`src/sccd_pkg.sv`:
```
// Package with shared types and constants of the sync/count/checksum deframer.
package sccd_pkg;

    // Configuration register indexes.
    localparam logic [1:0] CFG_SYNC_BYTE  = 2'd0;
    localparam logic [1:0] CFG_MAX_LENGTH = 2'd1;

    // Reset values of the configuration registers.
    localparam logic [7:0] SYNC_RESET = 8'hAA;
    localparam logic [7:0] MAXLEN_RESET = 8'd128;

    // Sequencer states.
    typedef enum logic [2:0] {
        S_IDLE,
        S_FIND,
        S_HDR,
        S_SUM,
        S_OUT,
        S_EMIT
    } t_state;

endpackage

```
`src/sccd_ram.sv`:
```
// Generic single-port RAM with registered read data.
module sccd_ram #(
    parameter int WIDTH = 8,
    parameter int DEPTH = 512
) (
    input  logic                     i_clk,
    input  logic                     i_we,
    input  logic [$clog2(DEPTH)-1:0] i_addr,
    input  logic [WIDTH-1:0]         i_wdata,
    output logic [WIDTH-1:0]         o_rdata
);

    logic [WIDTH-1:0] r_mem [DEPTH];

    // Write when enabled, read always.
    always_ff @(posedge i_clk) begin
        if (i_we) begin
            r_mem[i_addr] <= i_wdata;
        end
        o_rdata <= r_mem[i_addr];
    end

endmodule

```
`src/sync_count_checksum_deframer.sv`:
```
// Top level of the sync/count/checksum deframer with its byte sequencer.
// A byte is written into the hold buffer, then the sequencer reads held bytes
// one at a time through the single RAM port, issuing each read and checking the
// data it returns: scan, header, checksum pass and output pass, then words out.
// A request is taken only in idle, so no new byte is accepted until the sequencer
// has finished with the held bytes and returned to idle.
// Reset (synchronous, active low) empties the hold buffer and restores the configuration registers.
module sync_count_checksum_deframer
    import sccd_pkg::*;
#(
    parameter int BUF_DEPTH = 512
) (
    input  logic        i_clk,
    input  logic        i_rst_n,
    input  logic        i_rx_valid,
    output logic        o_rx_ready,
    input  logic [7:0]  i_rx_byte,
    output logic        o_out_valid,
    input  logic        i_out_ready,
    output logic [63:0] o_data_word,
    output logic [3:0]  o_byte_count,
    output logic        o_frame_last,
    input  logic        i_cfg_valid,
    output logic        o_cfg_ready,
    input  logic [1:0]  i_cfg_index,
    input  logic [7:0]  i_cfg_data
);

    localparam int AW = $clog2(BUF_DEPTH);
    localparam int FW = $clog2(BUF_DEPTH + 1);
    localparam logic [FW:0] DEPTH_W = (FW + 1)'(BUF_DEPTH);

    t_state r_state, n_state;
    logic [AW-1:0] r_start, n_start;
    logic [FW-1:0] r_fill, n_fill;
    logic [FW-1:0] r_idx, n_idx;
    logic r_wait, n_wait;
    logic [7:0] r_cnt, n_cnt;
    logic [15:0] r_sum, n_sum;
    logic [2:0] r_k, n_k;
    logic [63:0] r_word, n_word;
    logic [3:0] r_bcnt, n_bcnt;
    logic r_last, n_last;
    logic [7:0] r_sync, r_maxlen;

    logic ram_we;
    logic [FW-1:0] off;
    logic [FW:0] addr_sum, addr_wrap;
    logic [7:0] rd;
    logic drop_en;
    logic [FW-1:0] drop_n;
    logic [FW:0] drop_sum, drop_wrap;
    logic [FW-1:0] cnt_w, end_idx, size_w;

    // Configuration registers; writes are always taken.
    assign o_cfg_ready = 1'b1;
    always_ff @(posedge i_clk) begin
        if (!i_rst_n) begin
            r_sync <= SYNC_RESET;
            r_maxlen <= MAXLEN_RESET;
        end else if (i_cfg_valid) begin
            case (i_cfg_index)
                CFG_SYNC_BYTE: r_sync <= i_cfg_data;
                CFG_MAX_LENGTH: r_maxlen <= i_cfg_data;
                default: ;
            endcase
        end
    end

    // Circular address of the held byte at offset off.
    assign addr_sum = (FW + 1)'(r_start) + (FW + 1)'(off);
    assign addr_wrap = (addr_sum >= DEPTH_W) ? addr_sum - DEPTH_W : addr_sum;

    sccd_ram #(.WIDTH(8), .DEPTH(BUF_DEPTH)) u_ram (
        .i_clk  (i_clk),
        .i_we   (ram_we),
        .i_addr (addr_wrap[AW-1:0]),
        .i_wdata(i_rx_byte),
        .o_rdata(rd)
    );

    // Frame geometry derived from the count byte.
    assign cnt_w = FW'(r_cnt);
    assign end_idx = cnt_w + FW'(3);
    assign size_w = (r_cnt == 8'd1) ? FW'(6) : cnt_w + FW'(6);

    // Start advance for dropping bytes off the front.
    assign drop_sum = (FW + 1)'(r_start) + (FW + 1)'(drop_n);
    assign drop_wrap = (drop_sum >= DEPTH_W) ? drop_sum - DEPTH_W : drop_sum;

    assign o_rx_ready = (r_state == S_IDLE);
    assign o_out_valid = (r_state == S_EMIT);
    assign o_data_word = r_word;
    assign o_byte_count = r_bcnt;
    assign o_frame_last = r_last;

    // State and control registers.
    always_ff @(posedge i_clk) begin
        if (!i_rst_n) begin
            r_state <= S_IDLE;
            r_start <= '0;
            r_fill <= '0;
            r_wait <= 1'b0;
        end else begin
            r_state <= n_state;
            r_start <= n_start;
            r_fill <= n_fill;
            r_wait <= n_wait;
        end
    end

    // Working registers of the sequencer.
    always_ff @(posedge i_clk) begin
        r_idx <= n_idx;
        r_cnt <= n_cnt;
        r_sum <= n_sum;
        r_k <= n_k;
        r_word <= n_word;
        r_bcnt <= n_bcnt;
        r_last <= n_last;
    end

    // Sequencer: one RAM read issued, then checked in the next cycle.
    always_comb begin
        n_state = r_state;
        n_start = r_start;
        n_fill = r_fill;
        n_idx = r_idx;
        n_wait = r_wait;
        n_cnt = r_cnt;
        n_sum = r_sum;
        n_k = r_k;
        n_word = r_word;
        n_bcnt = r_bcnt;
        n_last = r_last;
        ram_we = 1'b0;
        off = r_idx;
        drop_en = 1'b0;
        drop_n = '0;
        case (r_state)
            S_IDLE: begin
                off = r_fill;
                if (i_rx_valid) begin
                    if ((FW + 1)'(r_fill) < DEPTH_W) begin
                        ram_we = 1'b1;
                        n_fill = r_fill + FW'(1);
                    end
                    n_state = S_FIND;
                    n_idx = '0;
                    n_wait = 1'b0;
                end
            end
            S_FIND: begin
                if (!r_wait) begin
                    if (r_idx >= r_fill) begin
                        n_start = '0;
                        n_fill = '0;
                        n_state = S_IDLE;
                    end else begin
                        n_wait = 1'b1;
                    end
                end else begin
                    n_wait = 1'b0;
                    if (rd == r_sync) begin
                        drop_en = 1'b1;
                        drop_n = r_idx;
                        if ((r_fill - r_idx) < FW'(4)) begin
                            n_state = S_IDLE;
                        end else begin
                            n_idx = FW'(1);
                            n_state = S_HDR;
                        end
                    end else begin
                        n_idx = r_idx + FW'(1);
                    end
                end
            end
            S_HDR: begin
                if (!r_wait) begin
                    n_wait = 1'b1;
                end else begin
                    n_wait = 1'b0;
                    if (r_idx < FW'(3)) begin
                        if (rd != r_sync) begin
                            drop_en = 1'b1;
                            drop_n = FW'(1);
                            n_idx = '0;
                            n_state = S_FIND;
                        end else begin
                            n_idx = r_idx + FW'(1);
                        end
                    end else if (rd == 8'd0 || rd > r_maxlen) begin
                        drop_en = 1'b1;
                        drop_n = FW'(1);
                        n_idx = '0;
                        n_state = S_FIND;
                    end else begin
                        n_cnt = rd;
                        n_sum = '0;
                        n_idx = FW'(4);
                        if (r_fill < ((rd == 8'd1) ? FW'(6) : FW'(rd) + FW'(6))) begin
                            n_state = S_IDLE;
                        end else begin
                            n_state = S_SUM;
                        end
                    end
                end
            end
            S_SUM: begin
                if (!r_wait) begin
                    n_wait = 1'b1;
                end else begin
                    n_wait = 1'b0;
                    if (r_idx <= end_idx) begin
                        n_sum = r_sum + 16'(rd);
                        n_idx = r_idx + FW'(1);
                    end else if (r_idx == end_idx + FW'(1)) begin
                        if (rd != r_sum[7:0]) begin
                            drop_en = 1'b1;
                            drop_n = FW'(1);
                            n_idx = '0;
                            n_state = S_FIND;
                        end else if (r_cnt == 8'd1) begin
                            n_idx = FW'(4);
                            n_k = '0;
                            n_word = '0;
                            n_state = S_OUT;
                        end else begin
                            n_idx = r_idx + FW'(1);
                        end
                    end else begin
                        if (rd != r_sum[15:8]) begin
                            drop_en = 1'b1;
                            drop_n = FW'(1);
                            n_idx = '0;
                            n_state = S_FIND;
                        end else begin
                            n_idx = FW'(4);
                            n_k = '0;
                            n_word = '0;
                            n_state = S_OUT;
                        end
                    end
                end
            end
            S_OUT: begin
                if (!r_wait) begin
                    n_wait = 1'b1;
                end else begin
                    n_wait = 1'b0;
                    for (int b = 0; b < 8; b++) begin
                        if (r_k == 3'(b)) begin
                            n_word[b*8 +: 8] = rd;
                        end
                    end
                    n_idx = r_idx + FW'(1);
                    if (r_k == 3'd7 || r_idx == end_idx) begin
                        n_last = (r_idx == end_idx);
                        n_bcnt = 4'(r_k) + 4'd1;
                        n_state = S_EMIT;
                    end else begin
                        n_k = r_k + 3'd1;
                    end
                end
            end
            S_EMIT: begin
                if (i_out_ready) begin
                    if (r_last) begin
                        drop_en = 1'b1;
                        drop_n = size_w;
                        n_idx = '0;
                        n_state = S_FIND;
                    end else begin
                        n_k = '0;
                        n_word = '0;
                        n_state = S_OUT;
                    end
                end
            end
            default: begin
                n_state = S_IDLE;
            end
        endcase
        // Remove bytes from the front of the hold buffer.
        if (drop_en) begin
            if (drop_n >= r_fill) begin
                n_start = '0;
                n_fill = '0;
            end else begin
                n_start = drop_wrap[AW-1:0];
                n_fill = r_fill - drop_n;
            end
        end
    end

    // The fill count never exceeds the buffer depth.
    assert property (@(posedge i_clk) disable iff (!i_rst_n)
        (FW + 1)'(r_fill) <= DEPTH_W)
        else $error("hold fill beyond buffer depth");

    // The start index always addresses a real entry.
    assert property (@(posedge i_clk) disable iff (!i_rst_n)
        (AW + 1)'(r_start) < (AW + 1)'(BUF_DEPTH))
        else $error("hold start out of range");

    // A presented word holds one to eight bytes.
    assert property (@(posedge i_clk) disable iff (!i_rst_n)
        o_out_valid |-> (o_byte_count != 4'd0 && o_byte_count <= 4'd8))
        else $error("bad byte count on output");

endmodule
```
`config.mk`:
```
export PLATFORM = sky130hd
export DESIGN_NAME = sync_count_checksum_deframer
export DESIGN_NICKNAME = d
export VERILOG_FILES = /design/src/sccd_pkg.sv /design/src/sccd_ram.sv /design/src/sync_count_checksum_deframer.sv
export SDC_FILE = /design/constraint.sdc
export NUM_CORES = 2
export LEC_CHECK = 0
export BUFFER_PORTS_ARGS = -buffer_cell sky130_fd_sc_hd__buf_2
export CELL_PAD_IN_SITES_DETAIL_PLACEMENT = 1
export CELL_PAD_IN_SITES_GLOBAL_PLACEMENT = 1
export CORE_ASPECT_RATIO = 0.9
export CORE_MARGIN = 2
export CORE_UTILIZATION = 35
export CTS_CLUSTER_DIAMETER = 200
export DETAILED_ROUTE_END_ITERATION = 7
export PLACE_DENSITY = 0.5
export RECOVER_POWER = 50
export SLEW_MARGIN = 20
export SYNTH_ARGS = -nofsm -noshare
export SYNTH_HDL_FRONTEND = slang
export SYNTH_SLANG_ARGS = --single-unit
```
`constraint.sdc`:
```
create_clock -name i_clk -period 6.2 [get_ports i_clk]
set_input_delay 1.24 -clock i_clk [delete_from_list [all_inputs] [get_ports i_clk]]
set_output_delay 1.24 -clock i_clk [all_outputs]
set_load 0.01 [all_outputs]
```
# Yosys cells after proc, flatten, opt, wreduce, memory -nomap -nowiden
# Memories as Yosys holds them, arrays and structs flattened. A register that Yosys moved wholly into a read port is not among the register bits.
# Cells that the tools add are included.
[word_totals] output_inout_bits=72 mem_bits_rw=4096 input_bits=23 memories=1 wordCells=266 regBits=145
[classes] order_cmp=10 eq_ne=56 n_addsub=15 n_bitwise=2 reduce_logical=33 muxes=129
[memory_table] memory="u_ram.r_mem" depth=512 word_bits=8 rd=1 rd_ports_with_merged_regs=1 wr=1 line_no="sccd_ram.sv:13" text="logic [WIDTH-1:0] r_mem [DEPTH];"
[ops] operator="64-bit 2-to-1 mux" count=9
[ops] operator="10-bit 2-to-1 mux" count=29
[ops] operator="64-bit case mux with 3 select lines" count=1
[ops] operator="9-bit 2-to-1 mux" count=11
[ops] operator="10-bit AND reduction" count=9
[ops] operator="3-bit 2-to-1 mux" count=29
[ops] operator="16-bit 2-to-1 mux" count=5
[ops] operator="8-bit 2-to-1 mux" count=8
[ops] operator="10-bit case mux with 6 select lines" count=1
[ops] operator="2-bit != test (second input constant)" count=20
[ops] operator="10-bit case mux with 4 select lines" count=1
[ops] operator="16-bit case mux with 2 select lines" count=1
[ops] operator="3-bit != test (second input constant)" count=9
[ops] operator="1-bit 2-to-1 mux" count=26
[ops] operator="8-bit != test" count=3
[ops] operator="9-bit by 10-bit adder with 11-bit output" count=2
[ops] operator="11-bit by 10-bit >= comparator with 1-bit output (second input constant)" count=2
[ops] operator="10-bit by 1-bit adder with 10-bit output (second input constant)" count=2
[ops] operator="10-bit >= comparator" count=2
[ops] operator="10-bit case mux with 2 select lines" count=1
[ops] operator="10-bit subtractor" count=2
[ops] operator="8-bit by 3-bit adder with 9-bit output (second input constant)" count=2
[ops] operator="3-bit == test (second input constant)" count=6
[ops] operator="3-bit case mux with 6 select lines" count=1
[ops] operator="43 further kinds" count=63

# Logic depth before layout (Yosys ltp)
[logic_depth] word_depth=12 mapped_depth=25 mapped_depth_nobuf=24

# By module
# From an unflattened synthesis, not the netlist that was laid out.
[unflattened] hier_cells=8532 area_unflattened_um2=167772.2
[modules_own_cells] mod="sccd_ram" seq_area_each_um2=123158.1 instances=1 area_per_inst_um2=158359.4 cells_each=7575
[modules_own_cells] mod="sync_count_checksum_deframer" seq_area_each_um2=3963.8 instances=1 area_per_inst_um2=9412.8 cells_each=957

# Worst setup path before layout
# No wires, ideal clock.
[synth_timing] path_kind="flip-flop to flip-flop" start="register r_cnt[1]" end="register r_fill[7]" setup_slack_ns=0.647 path_stages_with_launch=25 required_ns=6.066 n_path_buf=1 setup_ns=0.134 period_less_slack_ns=5.553 arrival_time_ns=5.419 path_cell_list="edfxtp_1 inv_1 ha_1 nand3b_1 or3_4 a2111oi_2 xnor3_1 nand4_1 nor3_2 mux2i_4 a31oi_1 o221ai_1 ha_1 fa_1 inv_1 a21oi_1 o21bai_1 a311oi_1 a211oi_1 a211o_1 o31a_1 a31oi_4 buf_4 a2bb2oi_1 o221ai_1"
[synth_between] elab_chain_cells=10 elab_cells_between_ends=27 cone_classes="add/sub (4); order compare (2); eq/ne (6); mux (13); reduce/logical (2)"
[synth_rtl] element="start, declared" line_no="sync_count_checksum_deframer.sv:38" text="logic [7:0] r_cnt, n_cnt;"
[synth_rtl] element="start signal, assigned" line_no="sync_count_checksum_deframer.sv:115" text="r_cnt <= n_cnt;"
[synth_rtl] element="8-bit by 2-bit adder with 9-bit output" line_no="sync_count_checksum_deframer.sv:84" text="assign end_idx = cnt_w + FW'(3);"
[synth_rtl] element="9-bit by 1-bit adder with 10-bit output" line_no="sync_count_checksum_deframer.sv:217" text="end else if (r_idx == end_idx + FW'(1)) begin"
[synth_rtl] element="10-bit == test" line_no="sync_count_checksum_deframer.sv:217"
[synth_rtl] element="10-bit 2-to-1 mux" line_no="sync_count_checksum_deframer.sv:217"
[synth_rtl] element="10-bit 2-to-1 mux" line_no="sync_count_checksum_deframer.sv:214" text="if (r_idx <= end_idx) begin"
[synth_rtl] element="10-bit 2-to-1 mux" line_no="sync_count_checksum_deframer.sv:210" text="if (!r_wait) begin"
[synth_rtl] element="10-bit case mux with 4 select lines" line_no="sync_count_checksum_deframer.sv:140" text="case (r_state)"
[synth_rtl] element="10-bit subtractor or 10-bit >= comparator (tied branches)" line_no="sync_count_checksum_deframer.sv:291, sync_count_checksum_deframer.sv:286"
[synth_rtl] element="10-bit 2-to-1 mux" line_no="sync_count_checksum_deframer.sv:286" text="if (drop_n >= r_fill) begin"
[synth_rtl] element="10-bit 2-to-1 mux" line_no="sync_count_checksum_deframer.sv:285" text="if (drop_en) begin"
[synth_rtl] element="end signal, assigned" line_no="sync_count_checksum_deframer.sv:107" text="r_fill <= n_fill;"
[synth_rtl] element="end, declared" line_no="sync_count_checksum_deframer.sv:35" text="logic [FW-1:0] r_fill, n_fill;"
# Parallel ways exist; a longest one is shown, timed or not.
# A chain may end at the register's enable or synchronous reset.

# Worst setup path after layout
[layout_timing] start="register r_state[2]" end="register u_ram.o_rdata[6] (read register of u_ram.r_mem)"
[layout_between] elab_chain_cells=5 elab_cells_between_ends=6 cone_classes="add/sub (2); order compare (1); mux (2); reduce/logical (1)"
[layout_rtl] element="start, declared" line_no="sync_count_checksum_deframer.sv:33" text="t_state r_state, n_state;"
[layout_rtl] element="start signal, assigned" line_no="sync_count_checksum_deframer.sv:105" text="r_state <= n_state;"
[layout_rtl] element="3-bit zero test (*)" line_no="sync_count_checksum_deframer.sv:140"
[layout_rtl] element="10-bit 2-to-1 mux (*)" line_no="sync_count_checksum_deframer.sv:140"
[layout_rtl] element="9-bit by 10-bit adder with 11-bit output (*)" line_no="sync_count_checksum_deframer.sv:71" text="assign addr_sum = (FW + 1)'(r_start) + (FW + 1)'(off);"
[layout_rtl] element="9-bit by 1-bit subtractor with 9-bit output or 11-bit by 10-bit >= comparator with 1-bit output (tied branches)" line_no="sync_count_checksum_deframer.sv:72" text="assign addr_wrap = (addr_sum >= DEPTH_W) ? addr_sum - DEPTH_W : addr_sum;"
[layout_rtl] element="9-bit 2-to-1 mux (*)" line_no="sync_count_checksum_deframer.sv:72"
[layout_rtl] element="end, declared" line_no="sccd_ram.sv:10" text="output logic [WIDTH-1:0] o_rdata"
# Mark *: on every way between the ends. The rest lies on a longest branch, timed or not.

==> impl_metrics.yaml <==
outcome:
  status: "finished with violations"
  violations: "capacitance limit, slew limit"
worst_setup_path:
  critPathMaxStageDelay_ns: 1.03
  rr_startpoint: "r_state[2]"
  regToRegSetupSlack_ns: 0.21
  r2r-end: "u_ram.o_rdata[6]"
  path_delay_family: "compound AO/OA/AOI/OAI gates"
  arrival_ns: 6.85
  required_ns: 7.06
  path_class: "flip-flop to flip-flop"
  worstSetupStartpoint: "r_state[2]"
  critPathCaptureType: "flip-flop"
  reg2regPathDepth: 16
  crit_fanout: 26
  slowest_stage: "fa_4"
  critPathBufInv: 5
  start_kind: "flip-flop"
  crit_path_cell_trace: "nor3_2 -> buf_4 -> o21ai_0 -> ha_4 -> inv_1 -> fa_4 -> buf_12 -> buf_12 -> buf_4 -> mux4_2 -> mux4_2 -> mux2i_1 -> a21oi_1 -> a22o_1 -> a211oi_2 -> nand3_1"
global_routing:
  grtUsageTotal_pct: 19.5
  overflow: 0
  grt_pass1_vias: 85100
  grt_pass1_wl_mm: 678
  antenna_found_initial: 41
  grt_max_degree: 189
synth:
  yosys.area_share.simple_pct: 2.49
  async_reset_ff_share_pct: 0
  ys_seq_elements: 4249
  synth_edf_count: 4202
  yosys_warnings: 0
  synth_compound_area_share_pct: 1.13
  ys.flop_type: "edfxtp_1"
  synth-seq-area-share_pct: 75.9
  synth_area_per_cell_um2: 22.2
  synthAdderAreaFrac_pct: 0.668
  synthDistinctLibCells: 79
  synth.cell_area_um2: 167000
  synthMuxAreaShare_pct: 18.0
  synthXorXnorAreaFrac_pct: 0.448
  synth_cells: 7546
  syn-num-nets: 7656
  synth_top_family_by_area: "multiplexers"
power_and_ir_drop:
  p_sw_share_pct: 31.4
  vdd.ir_drop.worst_mv: 0.414
  power.share.combinational_pct: 32.3
  p_switching_uw: 27300
  internal_power_uw: 59700
  seq_power_share_pct: 36.9
  clkPwrFrac_pct: 30.8
  p_per_area_nw_per_um2: 446
  p_leak_uw: 0.0612
drt:
  post_drt_wl_per_cell_um: 31.7
  drtIter0Drc: 8359
  routed_wl_mm: 478
  drc_errors: 0
  firstDrtPassIters: 5
  via_per_inst: 5.37
  num_vias: 81000
  ant_nets: 0
floorplanning:
  num_rows: 240
  fp.dieH_um: 660
  core-area_um2: 476000
  initial_core_util_pct: 35.2
  fp.dieArea_um2: 484000
  io_pins: 95
  die_w_um: 733
sta:
  timing.slew.headroom_pct: -285
  fin_skew_ns: 0.0642
  hold_violations: 0
  fin_crit_ns: 5.99
  max_freq_mhz: 167
  maxSlewViolCount: 1986
  fin_crit_sh_pct: 96.6
  final.setup.tns_ns: 0
  rsz0062_at_grt: "no"
  finalSetupViolCount: 0
  max_slew.worst_pin.slew_ns: 5.78
clock_tree:
  cts_tree: "yes"
  clk-insertion-delay-late_ns: 1.03
  cts-root-buf: "clkbuf_16"
  clock_sinks: 4249
  numCtsBuffers: 441
  htree_levels: 5
  clock_tree.buffer_depth: 4
  clkTransAtPathRegs_ns: 0.07
worst_hold_path:
  hold_path.startpoint: "r_sync[5]"
  whs_path_depth: 2
  hp-class: "flip-flop to flip-flop"
  min_to: "r_sync[5]"
finish:
  drive_above_1_share_pct: 31.5
  fin_cells: 15100
  fin_util_pct: 41.0
  nFillCells: 44500
  fin_nets: 8524
  regArea_um2: 127000
  multi_input_area_um2: 38400
  area_delta_synth_final_pct: 16.5
placed_design:
  gp_congestion: 0.772
  dp_cells: 14300
  place.port_buffers: 93
  dp_hpwl_mm: 296
run:
  drv_cap: 19
-- routing by layer --
metal	vias up	routed length, µm	part of all wire (%)	track usage [%]
met2	2218	228000	48	31.4
met5	-	0	0	0
met1	44900	217000	45	29.0
li1	33500	-	-	-
met3	488	24900	5.2	2.52
met4	0	7430	1.6	3.20
-- power groups by stage --
| stage | combinational (µW) | sequential (µW) | clock, µW |
|---|---|---|---|
| 4_1_cts | 28800 | 32100 | 27500 |
| 6_report | 28100 | 32100 | 26800 |
| 2_1_floorplan | 17100 | 32500 | 0 |
| 3_3_place_gp | 28600 | 32700 | 0 |
| 3_5_place_dp | 28700 | 32700 | 0 |
| 5_1_grt | 29600 | 32100 | 28500 |
-- worst reg2reg max path, cell delays in order (launching register included) --
cell and delay, ns:
dfxtp_1 0.59, nor3_2 0.17, buf_4 0.22, o21ai_0 0.29
ha_4 0.20, inv_1 0.06, fa_4 1.03, buf_12 0.31
buf_12 0.24, buf_4 0.29, mux4_2 0.36, mux4_2 0.48
mux2i_1 0.45, a21oi_1 0.27, a22o_1 0.39, a211oi_2 0.40
nand3_1 0.12
-- cell usage after synthesis (7+ instances only) --
library cell  number  area [µm²]
o21ai_0           42         210
o221ai_1           9        78.8
buf_6             11         124
edfxtp_1        4202      126000
nor2b_1           12        75.1
a32oi_1            8        70.1
buf_2            111         556
ha_1              83        1040
buf_1             47         176
dfxtp_1           47         941
clkbuf_1         234         878
mux2i_1           62         621
a211oi_1          31         233
nand2_1          159         597
nand2b_1           7        43.8
o21a_1            10        75.1
xnor2_1           55         482
and3_1            12        75.1
a21oi_1           64         320
a2bb2oi_1         16         140
inv_1             67         251
and2_1            35         219
mux4_2          1312       29500
buf_4             24         180
a21o_1            12        90.1
nand3_1           44         220
a22oi_1           14         105
nor2_1           630        2360
xor2_1            28         245
nor3_1            29         145
nand4_1           21         131
-- repair_timing --
item                       in CTS  in global routing
gates resized for setup         0                  6
hold buffers                    0                  0
setup endpoints to repair       0                 18
buffers inserted                0                  2
-- sequential cells by signal, summed over array words and instances, names as in the netlist --
signal and flops:
o_frame_last 1, r_cnt 8, r_k 3, o_byte_count 4, r_sum 16, r_start 9
r_maxlen 8, o_data_word 64, r_idx 10, r_sync 8, r_wait 1, u_ram.r_mem 4096
r_state 3, u_ram.o_rdata 8, r_fill 10
-- worst max-delay path by stage --
stage | end | slack, ns | cells after the start
finish | u_ram.o_rdata[6] | 0.21 | 16
global route | u_ram.r_mem[273][2] | 0.04 | 16
CTS | u_ram.o_rdata[6] | 0.17 | 16
detailed placement | u_ram.o_rdata[6] | 0.20 | 16
global placement | r_fill[8] | 0.20 | 24
floorplan | r_fill[7] | 0.65 | 24
-- layout make-up --
type                            count  share of cell area (%)
Multi-Input combinational cell   2800                    19.7
Antenna cell                        7                 0.00898
Clock inverter                    269                    1.42
Timing Repair Buffer              854                    3.58
Tap cell                         6292                    4.04
Clock buffer                      546                    5.96
Sequential cell                  4249                    65.2
Inverter                           68                   0.131
-- stage by stage --
step | hold WS, ns | cell area (µm²) | setup slack [ns] | total power (µW)
final | 0.502 | 195000 | 0.208 | 87000
after global routing | 0.485 | 195000 | 0.0373 | 90200
after global placement | 0.480 | 181000 | 0.197 | 61300
after floorplan | 0.458 | 167000 | 0.647 | 49600
after CTS | 0.416 | 195000 | 0.165 | 88300
after detailed placement | 0.489 | 181000 | 0.196 | 61300
-- cells in the final DEF (no fill, tap or decap), types with 67 or more instances in the layout --
cell	netlist	routed
nor2_1	630	628
nand2_1	159	147
mux4_2	1312	1312
buf_12	0	75
buf_4	24	653
edfxtp_1	4202	4202
clkbuf_1	234	178
ha_1	83	82
inv_1	67	67
clkinv_2	0	79
clkbuf_16	0	448
clkinv_1	1	97
-- cells by family (layout without fill, tap and decap cells) --
group,count (synthesis),after routing
adders and majority gates,87,87
DFF,4249,4249
buffers and inverters,497,1737
xor gates and xnor gates,84,84
and+or+nand+nor,985,985
other,1,8
AOI/OAI and AO/OA,268,268
muxes,1375,1375
Note: power is estimated with default switching activity, not from simulation.
